--- config.mk ---
export PLATFORM = sky130hd
export DESIGN_NAME = indexed_list_table_top_flat
export DESIGN_NICKNAME = d
export VERILOG_FILES = /design/src/sv/ilt_pkg.sv /design/src/sv/ilt_if.sv /design/src/sv/ilt_cell.sv /design/src/sv/ilt_ctrl.sv /design/src/sv/indexed_list_table_top.sv /design/src/flat_wrapper.sv
export SDC_FILE = /design/constraint.sdc
export NUM_CORES = 2
export LEC_CHECK = 0
export BUFFER_PORTS_ARGS = -buffer_cell sky130_fd_sc_hd__buf_2
export CORE_MARGIN = 1
export CORE_UTILIZATION = 55
export CTS_BUF_LIST = sky130_fd_sc_hd__clkbuf_4 sky130_fd_sc_hd__clkbuf_8 sky130_fd_sc_hd__clkbuf_16
export CTS_CLUSTER_SIZE = 40
export DETAILED_ROUTE_END_ITERATION = 8
export PLACE_DENSITY = 0.79
export SLEW_MARGIN = 20
export SYNTH_ARGS = -nofsm -noshare
export SYNTH_HDL_FRONTEND = slang
export SYNTH_SLANG_ARGS = --single-unit
--- constraint.sdc ---
create_clock -name clk -period 7.9 [get_ports clk]
set_clock_uncertainty 0.1 [all_clocks]
set_input_delay 1.58 -clock clk [delete_from_list [all_inputs] [get_ports clk]]
set_output_delay 1.58 -clock clk [all_outputs]
set_load 0.05 [all_outputs]
--- src/sv/ilt_pkg.sv ---
package ilt_pkg;

	localparam int CAPACITY    = 64;
	localparam int VALUE_WIDTH = 16;
	localparam int IDX_W       = $clog2(CAPACITY);
	localparam int CNT_W       = $clog2(CAPACITY + 1);
	localparam int OP_W        = 2;
	localparam int POS_W       = 7;
	localparam int STATUS_W    = 2;
	localparam int LEN_W       = 7;

	localparam logic [OP_W-1:0] OP_READ   = 2'd0;
	localparam logic [OP_W-1:0] OP_INSERT = 2'd1;
	localparam logic [OP_W-1:0] OP_APPEND = 2'd2;
	localparam logic [OP_W-1:0] OP_DELETE = 2'd3;

	localparam logic [STATUS_W-1:0] ST_DONE    = 2'd0;
	localparam logic [STATUS_W-1:0] ST_BAD_POS = 2'd1;
	localparam logic [STATUS_W-1:0] ST_FULL    = 2'd2;

	typedef logic [VALUE_WIDTH-1:0] value_t;

	// Broadcast from the controller to every cell of the chain.
	typedef struct packed {
		logic             ins_en;
		logic             del_en;
		logic [POS_W-1:0] pos;
		value_t           value;
	} cell_ctl_t;

endpackage

--- src/sv/ilt_if.sv ---
interface ilt_req_if;
	logic                             valid;
	logic                             ready;
	logic [ilt_pkg::OP_W-1:0]         op;
	logic [ilt_pkg::POS_W-1:0]        position;
	logic [ilt_pkg::VALUE_WIDTH-1:0]  value;

	modport source (output valid, output op, output position, output value, input ready);
	modport sink (input valid, input op, input position, input value, output ready);
endinterface

interface ilt_rsp_if;
	logic                             valid;
	logic                             ready;
	logic [ilt_pkg::VALUE_WIDTH-1:0]  read_value;
	logic [ilt_pkg::STATUS_W-1:0]     status;
	logic [ilt_pkg::LEN_W-1:0]        length;

	modport source (output valid, output read_value, output status, output length, input ready);
	modport sink (input valid, input read_value, input status, input length, output ready);
endinterface

--- src/sv/ilt_cell.sv ---
module ilt_cell (
	input  logic                          clk,
	input  logic [ilt_pkg::IDX_W-1:0]     idx,
	input  ilt_pkg::cell_ctl_t            ctl,
	input  ilt_pkg::value_t               left,
	input  ilt_pkg::value_t               right,
	output ilt_pkg::value_t               data
);
	import ilt_pkg::*;

	logic [POS_W-1:0] idx_x;
	value_t           data_q;

	assign idx_x = POS_W'(idx);
	assign data  = data_q;

	// Insert moves the tail one cell up; delete pulls it one cell down.
	always_ff @(posedge clk) begin
		if (ctl.ins_en) begin
			if (idx_x > ctl.pos) begin
				data_q <= left;
			end else if (idx_x == ctl.pos) begin
				data_q <= ctl.value;
			end
		end else if (ctl.del_en && idx_x >= ctl.pos) begin
			data_q <= right;
		end
	end

endmodule

--- src/sv/ilt_ctrl.sv ---
module ilt_ctrl (
	input  logic                 clk,
	input  logic                 arst_n,
	ilt_req_if.sink              req,
	ilt_rsp_if.source            rsp,
	input  ilt_pkg::value_t      rd_data,
	output ilt_pkg::cell_ctl_t   cell_ctl,
	output logic [ilt_pkg::CNT_W-1:0] count
);
	import ilt_pkg::*;

	logic [CNT_W-1:0]    cnt_q;
	logic [CNT_W-1:0]    cnt_d;
	logic                out_valid_q;
	value_t              rd_value_q;
	logic [STATUS_W-1:0] status_q;
	logic [LEN_W-1:0]    length_q;
	logic                accept;
	logic                ins;
	logic                del;
	logic [POS_W-1:0]    ins_pos;
	logic [CNT_W-1:0]    pos_x;
	value_t              rd;
	logic [STATUS_W-1:0] st;

	assign req.ready = !out_valid_q || rsp.ready;
	assign accept    = req.valid && req.ready;
	assign pos_x     = CNT_W'(req.position);

	always_comb begin
		ins     = 1'b0;
		del     = 1'b0;
		ins_pos = req.position;
		rd      = '0;
		st      = ST_DONE;
		unique case (req.op)
			OP_READ: begin
				if (pos_x < cnt_q) begin
					rd = rd_data;
				end else begin
					st = ST_BAD_POS;
				end
			end
			OP_INSERT: begin
				if (pos_x > cnt_q) begin
					st = ST_BAD_POS;
				end else if (cnt_q == CNT_W'(CAPACITY)) begin
					st = ST_FULL;
				end else begin
					ins = 1'b1;
				end
			end
			OP_APPEND: begin
				ins_pos = POS_W'(cnt_q);
				if (cnt_q == CNT_W'(CAPACITY)) begin
					st = ST_FULL;
				end else begin
					ins = 1'b1;
				end
			end
			OP_DELETE: begin
				if (pos_x < cnt_q) begin
					del = 1'b1;
				end else begin
					st = ST_BAD_POS;
				end
			end
			default: begin
				st = ST_BAD_POS;
			end
		endcase
	end

	always_comb begin
		cnt_d = cnt_q;
		if (ins) begin
			cnt_d = cnt_q + CNT_W'(1);
		end else if (del) begin
			cnt_d = cnt_q - CNT_W'(1);
		end
	end

	assign cell_ctl.ins_en = accept && ins;
	assign cell_ctl.del_en = accept && del;
	assign cell_ctl.pos    = ins_pos;
	assign cell_ctl.value  = req.value;

	always_ff @(posedge clk or negedge arst_n) begin
		if (!arst_n) begin
			cnt_q       <= '0;
			out_valid_q <= 1'b0;
		end else begin
			if (accept) begin
				cnt_q       <= cnt_d;
				out_valid_q <= 1'b1;
			end else if (rsp.ready) begin
				out_valid_q <= 1'b0;
			end
		end
	end

	always_ff @(posedge clk) begin
		if (accept) begin
			rd_value_q <= rd;
			status_q   <= st;
			length_q   <= LEN_W'(cnt_d);
		end
	end

	assign rsp.valid      = out_valid_q;
	assign rsp.read_value = rd_value_q;
	assign rsp.status     = status_q;
	assign rsp.length     = length_q;
	assign count          = cnt_q;

endmodule

--- src/sv/indexed_list_table_top.sv ---
// Ordered list of up to CAPACITY 16-bit values held in a chain of cells.
// Requests arrive on req (op, position, value) and each one yields exactly
// one result on rsp (read_value, status, length). A transfer happens when
// valid and ready are both high at a rising clock edge.
// Every cell shifts, loads or holds in the same cycle, so an insert or a
// delete at any position takes effect at the edge that accepts it. The
// result is registered and is valid in the cycle after the request is taken;
// one request is taken per cycle, limited only by the single output register.
// A read selects the addressed cell directly; read_value is zero for every
// other operation and for a failed read.
// When the receiver stalls, the output register holds its result and req
// ready drops until that result has been taken; the list is not changed
// meanwhile.
// Reset (arst_n low) empties the list at once; cell contents are not
// cleared, since positions at or past the length are never read.
module indexed_list_table_top (
	input  logic       clk,
	input  logic       arst_n,
	ilt_req_if.sink    req,
	ilt_rsp_if.source  rsp
);
	import ilt_pkg::*;

	cell_ctl_t        cell_ctl;
	value_t           cell_data [CAPACITY];
	value_t           rd_data;
	logic [CNT_W-1:0] count;

	assign rd_data = cell_data[req.position[IDX_W-1:0]];

	ilt_ctrl u_ctrl (
		.clk      (clk),
		.arst_n   (arst_n),
		.req      (req),
		.rsp      (rsp),
		.rd_data  (rd_data),
		.cell_ctl (cell_ctl),
		.count    (count)
	);

	for (genvar i = 0; i < CAPACITY; i++) begin : g_cell
		value_t left;
		value_t right;
		if (i == 0) begin : g_first
			assign left = '0;
		end else begin : g_left
			assign left = cell_data[i-1];
		end
		if (i == CAPACITY - 1) begin : g_last
			assign right = '0;
		end else begin : g_right
			assign right = cell_data[i+1];
		end
		ilt_cell u_cell (
			.clk   (clk),
			.idx   (IDX_W'(i)),
			.ctl   (cell_ctl),
			.left  (left),
			.right (right),
			.data  (cell_data[i])
		);
	end

	a_count_bound: assert property (@(posedge clk) disable iff (!arst_n)
		count <= CNT_W'(CAPACITY))
		else $error("list count exceeds capacity");

	a_full_len: assert property (@(posedge clk) disable iff (!arst_n)
		(rsp.valid && rsp.status == ST_FULL) |-> (rsp.length == LEN_W'(CAPACITY)))
		else $error("full status with list not at capacity");

	a_rsp_after_req: assert property (@(posedge clk) disable iff (!arst_n)
		(req.valid && req.ready) |=> rsp.valid)
		else $error("accepted request produced no result");

	a_no_change_on_error: assert property (@(posedge clk) disable iff (!arst_n)
		(req.valid && req.ready && req.op != OP_READ)
		|=> (rsp.status == ST_DONE || count == $past(count)))
		else $error("failed operation changed the list length");

endmodule

--- src/flat_wrapper.sv ---
// flat-port wrapper written by rule: the top's interface ports become plain ports
module indexed_list_table_top_flat import ilt_pkg::*;
  (clk, arst_n, req_valid, req_op, req_position, req_value, req_ready, rsp_valid, rsp_read_value, rsp_status, rsp_length, rsp_ready);
  ilt_req_if req_i ();
  ilt_rsp_if rsp_i ();
  input  logic clk;
  input  logic arst_n;
  input wire logic [$bits(req_i.valid)-1:0] req_valid;
  input wire logic [$bits(req_i.op)-1:0] req_op;
  input wire logic [$bits(req_i.position)-1:0] req_position;
  input wire logic [$bits(req_i.value)-1:0] req_value;
  output wire logic [$bits(req_i.ready)-1:0] req_ready;
  output wire logic [$bits(rsp_i.valid)-1:0] rsp_valid;
  output wire logic [$bits(rsp_i.read_value)-1:0] rsp_read_value;
  output wire logic [$bits(rsp_i.status)-1:0] rsp_status;
  output wire logic [$bits(rsp_i.length)-1:0] rsp_length;
  input wire logic [$bits(rsp_i.ready)-1:0] rsp_ready;
  assign req_i.valid = req_valid;
  assign req_i.op = req_op;
  assign req_i.position = req_position;
  assign req_i.value = req_value;
  assign req_ready = req_i.ready;
  assign rsp_valid = rsp_i.valid;
  assign rsp_read_value = rsp_i.read_value;
  assign rsp_status = rsp_i.status;
  assign rsp_length = rsp_i.length;
  assign rsp_i.ready = rsp_ready;
  indexed_list_table_top u_core (.clk(clk), .arst_n(arst_n), .req(req_i), .rsp(rsp_i));
endmodule
# Word level (Yosys, flattened, before mapping)
# Index checks and enable logic that the tools add are counted.
# classes
add_sub_neg	2
n_lt_le_gt_ge	131
n_eq_ne	131
mux	273
bitwise	1
reduce_logical	202
# ops
op	count
$mux 16	258
$eq 6x7->1 const A	32
$ge 6x7->1 const A	32
$gt 6x7->1 const A	32
$ne 3x3->1 const B	64
$reduce_and 2->1	65
$reduce_bool 2->1	65
$eq 5x7->1 const A	16
$ge 5x7->1 const A	16
$gt 5x7->1 const A	16
$bmux 16 s6	1
$logic_and 1x1->1	67
$eq 4x7->1 const A	8
$ge 4x7->1 const A	8
$gt 4x7->1 const A	8
$eq 3x7->1 const A	4
$ge 3x7->1 const A	4
$gt 3x7->1 const A	4
$mux 7	3
$eq 2x7->1 const A	2
$ge 1x7->1 const A	2
$ge 2x7->1 const A	2
$gt 1x7->1 const A	2
$gt 2x7->1 const A	2
19 further kinds	27
# totals
regBits	1057
in_bits	29
output_inout_bits	27
elab_cells	809

# Longest topological paths before layout
# logic_depth
depth_word	7
ltp_mapped	15
ltp_nobuf	8

# Hierarchy
# A second synthesis with hierarchy kept.
# hier_totals
hier_cells	11604
area_unflattened_um2	107832.2
# modules_own_cells
mod	n_inst	cells_each	area_each_um2	seq_area_each_um2
ilt_cell at u_core.g_cell[0].u_cell ...	36	168	1526.5	480.5
ilt_cell at u_core.g_cell[42].u_cell ...	28	168	1519.0	480.5
indexed_list_table_top	1	664	8244.2	0.0
ilt_ctrl	1	188	2104.5	950.9

# Worst setup path after synthesis
# No wires, ideal clock.
# synth_path
path_type	input-to-reg
from	input req_position[0]
to	register u_core.g_cell[55].u_cell.data_q[0] (enable)
setup_ns	0.409
arrival_ns	4.895
t_required_ns	7.391
slack_ns	2.495
cell_stages	13
path_buffers	5
cell_sequence	buf_4 buf_2 buf_2 inv_1 ha_1 nand3_1 nor2_1 a211oi_1 nor3_2 a21oi_1 buf_2 buf_1 nor3_1
# synth_via
elab_chain_len	7
elab_cells_between_ends	16
classes_between	order compare: 4; eq/ne: 2; mux: 5; reduce/logical: 5
# synth_lines
element	line	text
from (decl)	flat_wrapper.sv:10	input wire logic [$bits(req_i.position)-1:0] req_position;
branches (longest 6 deep; another with $gt 7x7->1)	-	
$reduce_and 2->1 (no line) *	-	
to (signal assigned)	ilt_cell.sv:21	data_q <= left;
to (signal assigned)	ilt_cell.sv:23	data_q <= ctl.value;
to (signal assigned)	ilt_cell.sv:26	data_q <= right;
to (decl)	ilt_cell.sv:12	value_t data_q;
# Every way passes the cells marked *.
# A chain may end at the register's enable or synchronous reset.

# Final worst setup path
# layout_path
from	input req_position[2]
to	register u_core.g_cell[56].u_cell.data_q[9], data pin
# layout_via
elab_chain_len	5
elab_cells_between_ends	8
classes_between	order compare: 2; mux: 5; reduce/logical: 1
# layout_lines
element	line	text
$gt 7x7->1	ilt_ctrl.sv:45	if (pos_x > cnt_q) begin
$mux 1	ilt_ctrl.sv:45	
$pmux 1 s2	ilt_ctrl.sv:36	unique case (req.op)
$logic_and 1x1->1	ilt_ctrl.sv:83	assign cell_ctl.ins_en = accept && ins;
$mux 16 *	ilt_cell.sv:19	if (ctl.ins_en) begin
to (signal assigned)	ilt_cell.sv:21	
to (signal assigned)	ilt_cell.sv:23	
to (signal assigned)	ilt_cell.sv:26	
to (decl)	ilt_cell.sv:12	
# Every way passes the cells marked *; elsewhere a longest branch is shown, timed or not.

==> results_dict.tcl <==
set metrics [dict create \
    cts_made_buffers 114 \
    dp_hpwl_mm 119.6 \
    wl_per_cell_um 26.52 \
    first_pass_iters 8 \
    grt_pass1_vias 43284 \
    grt_overflow_total 0 \
    ys_ff_latch 1057 \
    netlist_instances 5508 \
    post-route-min-period_ns 5.250 \
    ys.flop_type "edfxtp_1" \
    clkTransAtPathRegs_ns 0.06 \
    antenna_left 0 \
    regToRegSetupSlack_ns 3.15 \
    core_mm2 0.1143 \
    root_buffer "clkbuf_16" \
    viasPerCell 6.738 \
    initial_utilization_pct 55.44 \
    end_kind "flop" \
    num_io_pins 56 \
    worstMarginPinSlew_ns 1.203 \
    path_max_fanout 174 \
    die_h_um 341.5 \
    grt_pass1_wl_mm 274.8 \
    critPathLaunchType "input port" \
    synth_area_mm2 0.06339 \
    num_vias 46263 \
    antenna_found_initial 6 \
    power_w 0.01445 \
    htreeDepth 3 \
    yosys.area.top_type "edfxtp_1" \
    slew_violations 0 \
    slew-limit-headroom_pct 19.82 \
    max-vdd-ir-drop_v 0.0001961 \
    ys_warn_count 0 \
    rows 124 \
    port_buffers 55 \
    max_clock_freq_mhz 190.5 \
    reg2reg_from "u_core.u_ctrl.count[2]" \
    rsz0062_at_grt "false" \
    power.internal_w 0.01028 \
    drtIter0Drc 7568 \
    grt_usage_pct 30.79 \
    die_area_mm2 0.1166 \
    synth-edff-count 1049 \
    hold_class "reg -> reg" \
    cp.arrival_ns 5.56 \
    drive_gt1_share_pct 13.67 \
    hold_viol 0 \
    leakage_nw 25.49 \
    dp.cells 6659 \
    worstSkewPairLatency_ns 0.73 \
    synth_fp_nets 5551 \
    areaGrowthSynthToFinish_pct 6.776 \
    grt_max_degree 190 \
    p_sw_share_pct 28.85 \
    post-route-period-util_pct 66.45 \
    cp.required_ns 8.21 \
    synth_cell_types 73 \
    clockBufferDepth 3 \
    setup_tns_ns 0 \
    post_cts_buffers 0 \
    yosysSeqAreaShare_pct 50.00 \
    ctsResizeCount 0 \
    ctsHoldBuffers 0 \
    crit_type "in -> reg" \
    status "finished, final reports clean" \
    hold_start "u_core.u_ctrl.rsp.valid" \
    p_seq_share_pct 45.2 \
    remaining_drc_errors 0 \
    avgSynthCellArea_um2 11.51 \
    p_clk_share_pct 36.5 \
    critPathLaunch "req_position[2]" \
    finalWirelength_mm 182.1 \
    finalNetCount 5306 \
    cts_num_sinks 1057 \
    cts_tree "yes" \
    fin_cells 6866 \
    synth-async-reset-ratio_pct 0.7569 \
    die_w_um 341.5 \
    p_per_area_mw_per_mm2 213.4 \
    power.switching_w 0.004167 \
    setup_viol 0 \
    synth_top_area_share_pct 49.69 \
    ys_top_cells_by_area "edfxtp_1 (50%), mux2i_1 (16%), mux4_2 (9.1%)" \
    p_comb_share_pct 18.3 \
    place.gp.congestion 0.9417 \
    cap_viol_max_count 0 \
]
[worst max-delay path: stages]
cell and delay, ns:
buf_4 0.68, ha_1 0.31, nand3b_1 0.09, a21o_1 0.22, a211o_1 0.32, nand3_4 0.63, buf_12 0.54, buf_4 0.80
o21ai_0 0.26
[through the flow]
step	cell area, um2	utilization (%)	worst slack [ns]	hold WS [ns]
3_3_place_gp	64020	55.99	2.106	0.4146
2_1_floorplan	63390	-	2.495	0.4165
4_1_cts	67620	59.14	2.745	0.4462
5_1_grt	67690	59.20	2.423	0.4648
6_report	67690	59.20	2.650	0.4383
3_5_place_dp	64040	56.00	2.002	0.4328
[final cells by class]
type / instances / area [um2]
multi-input combinational: 3873 / 28940
inverter: 30 / 112.6
clock inverter: 71 / 525.5
sequential: 1057 / 31700
antenna: 1 / 2.502
timing repair buffer: 187 / 1451
tap: 1512 / 1892
clock buffer: 135 / 3063
fill: 8824 / 46650
[cells by family after synthesis]
| group | after synthesis | share of synthesized area, % |
|---|---|---|
| AND/OR/NAND/NOR | 1360 | 8.854 |
| multiplexers | 1286 | 25.44 |
| AO/OA/AOI/OAI | 1201 | 10.52 |
| flip-flops | 1057 | 50.00 |
| buffers and inverters | 578 | 4.747 |
| adder cells (fa/ha/maj) | 14 | 0.2763 |
| XOR/XNOR | 12 | 0.1658 |
[power by group through the flow]
stage | Clock, W | Sequential, W | Combinational (W)
after floorplan | 0 | 0.00659 | 0.00201
after global placement | 0 | 0.00662 | 0.00251
after detailed placement | 0 | 0.00663 | 0.00257
after CTS | 0.00528 | 0.00651 | 0.00259
after global routing | 0.00547 | 0.00653 | 0.00280
final | 0.00527 | 0.00653 | 0.00265
[registers in the layout, summed over array words and instances (netlist names)]
signal and cells:
u_core.g_cell.u_cell.data 1024, u_core.u_ctrl.count 7, u_core.u_ctrl.rsp.length 7, u_core.u_ctrl.rsp.read_value 16, u_core.u_ctrl.rsp.status 2, u_core.u_ctrl.rsp.valid 1
[metal layers]
layer	global-route usage (%)	up-vias	wire [um]
li1	-	19998	-
met1	44.99	22524	71470
met2	43.60	3348	77220
met3	9.461	383	27330
met4	10.16	10	6017
met5	0	-	68
[synthesized netlist by cell type, types with 31 or more instances]
cell and n:
nor2b_1 31, nand2_1 1126, mux2i_1 1020, o21ai_0 778, mux4_2 256, o21ai_1 209
buf_2 199, o22ai_1 47, clkbuf_1 223, buf_4 52, edfxtp_1 1049, a31oi_1 50
nor2_1 106, buf_6 43
[cells in the final DEF (no fill, tap or decap), types with 6 or more instances in the layout]
master,netlist,routed
nand2_1,1126,1126
clkbuf_16,0,117
nand3_1,25,24
a21oi_1,12,9
nand2b_1,6,6
clkinv_1,0,35
mux2_2,6,6
buf_12,1,13
clkinv_2,0,19
bufinv_16,0,6
o221ai_1,8,8
mux2i_1,1020,1020
ha_1,14,13
inv_1,30,30
clkbuf_4,0,18
nor2_4,7,7
xnor2_1,12,11
a221o_1,8,8
o22ai_1,47,47
nor2_8,9,9
nor3_2,3,12
o21ai_2,1,15
o21ai_0,778,767
nor2_1,106,103
a21o_1,6,6
edfxtp_1,1049,1049
buf_2,199,52
o22a_1,8,8
buf_4,52,120
nor2b_1,31,30
o21ai_4,0,6
nor3_1,20,9
o21ai_1,209,200
a31oi_1,50,49
a21oi_4,20,22
mux4_2,256,256
dfrtp_1,8,8
a211oi_1,22,21
[path summary, 6_finish.rpt]
| path | to | cells after the start |
|---|---|---|
| max | u_core.g_cell[56].u_cell.data[9] | 9 |
| min | u_core.u_ctrl.rsp.valid | 2 |
| max reg2reg | u_core.g_cell[56].u_cell.data[9] | 9 |
| min reg2reg | u_core.u_ctrl.rsp.valid | 2 |
| max in group asynchronous | u_core.u_ctrl.count[5] | 1 |
| min in group asynchronous | u_core.u_ctrl.count[6] | 1 |
No activity file was read; power rests on OpenSTA's default activity.
